`config.mk`:
```
export PLATFORM = sky130hd
export DESIGN_NAME = mec_ctrl
export DESIGN_NICKNAME = d
export VERILOG_FILES = /design/src/multitap_echo_filter_core_assert.svh /design/src/mec_pkg.sv /design/src/mec_ctrl.sv
export SDC_FILE = /design/constraint.sdc
export NUM_CORES = 1
export LEC_CHECK = 0
export BUFFER_PORTS_ARGS = -buffer_cell sky130_fd_sc_hd__buf_4
export CAP_MARGIN = 20
export CORE_AREA = 2 2 39 41
export CTS_CLUSTER_SIZE = 10
export DETAILED_ROUTE_END_ITERATION = 12
export DIE_AREA = 0 0 41 43
export REMOVE_ABC_BUFFERS = 1
export SLEW_MARGIN = 30
export SYNTH_ARGS = -nofsm -noshare
export SYNTH_HDL_FRONTEND = slang
export SYNTH_SLANG_ARGS = --single-unit
```
`constraint.sdc`:
```
create_clock -name i_clk -period 3.95 [get_ports i_clk]
set_input_delay 0.1975 -clock i_clk [delete_from_list [all_inputs] [get_ports i_clk]]
set_output_delay 0.1975 -clock i_clk [all_outputs]
set_load 0.005 [all_outputs]
```
`src/multitap_echo_filter_core_assert.svh`:
```
// Assertion macros shared by the echo filter RTL.
// Each macro samples on the rising edge of i_clk and is disabled while i_rst_n is low.
`ifndef MULTITAP_ECHO_FILTER_CORE_ASSERT_SVH
`define MULTITAP_ECHO_FILTER_CORE_ASSERT_SVH

// The consequent must hold in the same cycle as the antecedent.
`define MEC_ASSERT_SAME(lbl, ante, cons, msg) \
    lbl: assert property (@(posedge i_clk) disable iff (!i_rst_n) (ante) |-> (cons)) \
        else $error(msg);

// The consequent must hold in the cycle after the antecedent.
`define MEC_ASSERT_NEXT(lbl, ante, cons, msg) \
    lbl: assert property (@(posedge i_clk) disable iff (!i_rst_n) (ante) |=> (cons)) \
        else $error(msg);

`endif

```
`src/mec_pkg.sv`:
```
package mec_pkg;

    localparam int DATA_W     = 16;
    localparam int GAIN_W     = 16;
    localparam int DELAY_W    = 12;
    localparam int CNT_W      = 3;
    localparam int STEP_W     = 3;
    localparam int TAP_IDX_W  = 2;
    localparam int PROD_W     = 32;
    localparam int ACC_W      = 36;
    localparam int FRAC_W     = 15;
    localparam int CFG_IDX_W  = 3;
    localparam int CFG_DATA_W = 64;
    localparam int DELAYS_W   = 48;
    localparam int GAINS_W    = 64;

    localparam int BUF_DEPTH_DEF = 4096;
    localparam int MAX_TAPS_DEF  = 4;

    localparam logic signed [GAIN_W-1:0] INPUT_GAIN_RST = 16'sh7FFF;

    // Register indexes of the configuration port.
    localparam logic [CFG_IDX_W-1:0] REG_INPUT_GAIN = 3'd0;
    localparam logic [CFG_IDX_W-1:0] REG_TAP_COUNT  = 3'd1;
    localparam logic [CFG_IDX_W-1:0] REG_TAP_DELAYS = 3'd2;
    localparam logic [CFG_IDX_W-1:0] REG_TAP_GAINS  = 3'd3;

    // Sample operand source of one multiply step.
    localparam logic [1:0] SEL_CUR  = 2'd0;
    localparam logic [1:0] SEL_MEM  = 2'd1;
    localparam logic [1:0] SEL_ZERO = 2'd2;

    typedef struct packed {
        logic              accept;
        logic              issue;
        logic [STEP_W-1:0] step;
        logic              load_out;
    } t_ctrl_cmd;

    typedef struct packed {
        logic [CNT_W-1:0] n_taps;
        logic             out_busy;
    } t_dp_status;

endpackage

```
`src/mec_ctrl.sv`:
```
module mec_ctrl
    import mec_pkg::*;
(
    input  logic       i_clk,
    input  logic       i_rst_n,
    input  logic       i_in_valid,
    output logic       o_in_ready,
    input  t_dp_status i_status,
    output t_ctrl_cmd  o_cmd
);

    localparam logic [2:0] S_IDLE   = 3'd0;
    localparam logic [2:0] S_ISSUE  = 3'd1;
    localparam logic [2:0] S_DRAIN1 = 3'd2;
    localparam logic [2:0] S_DRAIN2 = 3'd3;
    localparam logic [2:0] S_DONE   = 3'd4;

    logic [2:0]        r_state, n_state;
    logic [STEP_W-1:0] r_step, n_step;

    always_comb begin
        n_state = r_state;
        n_step  = r_step;
        o_cmd   = '0;
        o_in_ready = 1'b0;
        case (r_state)
            S_IDLE: begin
                o_in_ready = 1'b1;
                if (i_in_valid) begin
                    o_cmd.accept = 1'b1;
                    n_step  = '0;
                    n_state = S_ISSUE;
                end
            end
            S_ISSUE: begin
                o_cmd.issue = 1'b1;
                o_cmd.step  = r_step;
                if (r_step == STEP_W'(i_status.n_taps)) begin
                    n_state = S_DRAIN1;
                end else begin
                    n_step = r_step + 1'b1;
                end
            end
            S_DRAIN1: n_state = S_DRAIN2;
            S_DRAIN2: n_state = S_DONE;
            S_DONE: begin
                if (!i_status.out_busy) begin
                    o_cmd.load_out = 1'b1;
                    n_state = S_IDLE;
                end
            end
            default: n_state = S_IDLE;
        endcase
    end

    always_ff @(posedge i_clk) begin
        if (!i_rst_n) begin
            r_state <= S_IDLE;
            r_step  <= '0;
        end else begin
            r_state <= n_state;
            r_step  <= n_step;
        end
    end

endmodule

```
==> results.yml <==
final_layout:
  num-fill-cells: 148
  final_cell_mix: "13 x buf_4, 6 x dfxtp_1, 4 x nand3_1"
  area_growth_pct: 35.4
  final-seq-area_um2: 120
  multi_input_area_um2: 235
  layout.nets: 67
  antennaDiodeCount: 0
  final_layout_size_suffix_gt1_share_pct: 35.1
  layout_commonest_cell: "buf_4"
  utilization_pct: 36.3
global_route:
  grt_pass1_vias: 338
  grtUsageTotal_pct: 11.6
  grt_max_degree: 10
  grt_pass1_wl_um: 1380
  grt-ovfl-total: 0
  grt_antenna_before_repair: 0
route:
  first_pass_iters: 2
  drt.antenna.violating_nets: 0
  viasPerCell: 4.90
  drt_iter0_markers: 2
  post_drt_wl_per_cell_um: 11.7
  drc: 0
  vias: 358
  drt_wl_total_um: 856
pwr:
  report.power.total_mw: 0.156
  vdd_drop_max_uv: 140
  power_density_nw_per_um2: 310
  p_leak_nw: 0.220
critical_path:
  slowest_stage: "dfxtp_1"
  critical_path_buf_inv_count: 1
  crit_type: "flip-flop to output pin"
  crit_arrival_ns: 1.48
  cp_cell_sequence: "nor3b_2 > and2_2 > buf_4"
  worstSetupStartpointType: "flip-flop"
  max_stage_delay_ns: 0.46
  crit_family: "simple AND/OR/NAND/NOR gates"
  crit_fanout: 9
  cp.required_ns: 3.75
  endpoint_kind: "output pin"
timing:
  max_freq_mhz: 595
  min_period_over_period_pct: 42.6
  maxSlewViolCount: 0
  fin_skew_ns: 0.00209
  period_needed_ns: 1.68
  rsz0062_at_grt: "false"
  tightest_slew_ns: 0.474
  relSlewSlack_pct: 68.2
  hold_violations: 0
  tns_ns: 0
  setup_violations: 0
flow_run:
  max-cap-violations: 0
floorplanning:
  die_h_um: 43
  die_w_um: 41
  initial_utilization_pct: 26.9
  dieArea_um2: 1760
  coreArea_um2: 1380
  row_count: 14
  io_pins: 14
clock_tree:
  cts.sinks: 6
  clk_pin_slew_ns: 0.05
  clockBufferDepth: 2
  clk_latency_ns: 0.24
  cts_made_buffers: 3
  cts_setup_buffers: 0
  hold_buffers: 0
  root_buffer: "clkbuf_4"
  cts_tree: "built"
  post_cts_resize_count: 0
  htreeDepth: 1
placed_design:
  dpl.hpwl_um: 641
  port_buffers: 13
  finalWeightedCongestion: 0.736
hold_path:
  hp-class: "input port to flip-flop"
synth:
  synthCells: 43
  yosysSeqAreaShare_pct: 32.3
  syn_avg_cell_area_um2: 8.64
  yosys_warnings: 0
  ys_ff_latch: 6
  synth.distinct_cells: 25
  synth_area_um2: 372
outcome:
  outcome: "completed"
==> worst paths after layout <==
path / cells after the start / start / slack, ns / end
setup / recovery: 3 / r_state[0] / 2.27 / o_cmd[3]
hold / removal: 3 / i_rst_n / 0.22 / r_step[0]
setup reg to reg: 4 / r_step[2] / 2.46 / r_state[1]
hold reg to reg: 2 / r_step[1] / 0.51 / r_step[1]
==> logic make-up (layout without fill, tap and decap cells) <==
kind of cell / count (synthesis) / in the layout / share of synthesized area, %
adder cells (fa/ha/maj): 1 / 1 / 3.37
AO/OA/AOI/OAI: 8 / 8 / 14.1
AND/OR/NAND/NOR: 21 / 21 / 38.7
buffers and inverters: 4 / 18 / 4.38
flip-flops: 6 / 6 / 32.3
XOR/XNOR: 3 / 3 / 7.07
==> power breakdown <==
part	total (mW)	leakage, nW	switching [mW]	internal (mW)
Combinational	0.0310	0.157	0.0147	0.0164
Clock	0.0565	0.0138	0.0221	0.0344
Sequential	0.0686	0.0488	0.00494	0.0637
Total	0.156	0.220	0.0417	0.114
==> flip-flops by register name, summed over array words and instances (netlist names) <==
register,count
r_step,3
r_state,3
==> synthesized netlist by cell type <==
cell,n,area [µm²]
dfxtp_1,6,120
nand3_1,4,20.0
a21oi_1,3,15.0
nand3b_1,3,22.5
xor2_1,3,26.3
and2_1,2,12.5
inv_1,2,7.51
nand2b_1,2,12.5
o31ai_1,2,15.0
a21oi_2,1,8.76
a31oi_1,1,6.26
and2_2,1,7.51
clkbuf_1,1,3.75
clkbuf_2,1,5.00
ha_1,1,12.5
nand2_1,1,3.75
nand4_1,1,6.26
nand4b_1,1,8.76
nor2_1,1,3.75
nor3_1,1,5.00
nor3b_2,1,12.5
nor4b_1,1,8.76
o21bai_1,1,7.51
or3_4,1,11.3
or3b_1,1,8.76
==> metrics by stage <==
step / setup WS [ns] / cell area (µm²) / hold WS [ns] / instances
6_report: 2.27 / 503 / 0.225 / 73
5_1_grt: 2.14 / 503 / 0.242 / 73
4_1_cts: 2.27 / 503 / 0.215 / 73
3_5_place_dp: 2.46 / 480 / 0.471 / 70
3_3_place_gp: 2.47 / 480 / 0.461 / 70
2_1_floorplan: 2.52 / 363 / 0.355 / 41
==> routing by layer <==
metal	GRT usage (%)	wire, µm	up-vias	share of wire [%]
met5	0	0	-	0
met4	8.00	16	0	1.9
met3	3.14	68	4	7.9
met2	16.9	369	13	43
met1	14.1	402	154	47
li1	-	-	187	-
==> final cells by class <==
cell class / instances / share of cell area, %
multi-input combinational: 33 / 46.8
clock buffer: 3 / 4.48
inverter: 2 / 1.49
tap: 16 / 3.98
sequential: 6 / 23.9
timing repair buffer: 13 / 19.4
==> worst reg2reg max path: cells and delay by family, from the launching register on <==
kind	cells	cell delay, ns
AO/OA/AOI/OAI	1	0.11
XOR/XNOR	1	0.19
flip-flops	1	0.34
AND/OR/NAND/NOR	2	0.79
No activity file was read; power rests on OpenSTA's default activity.
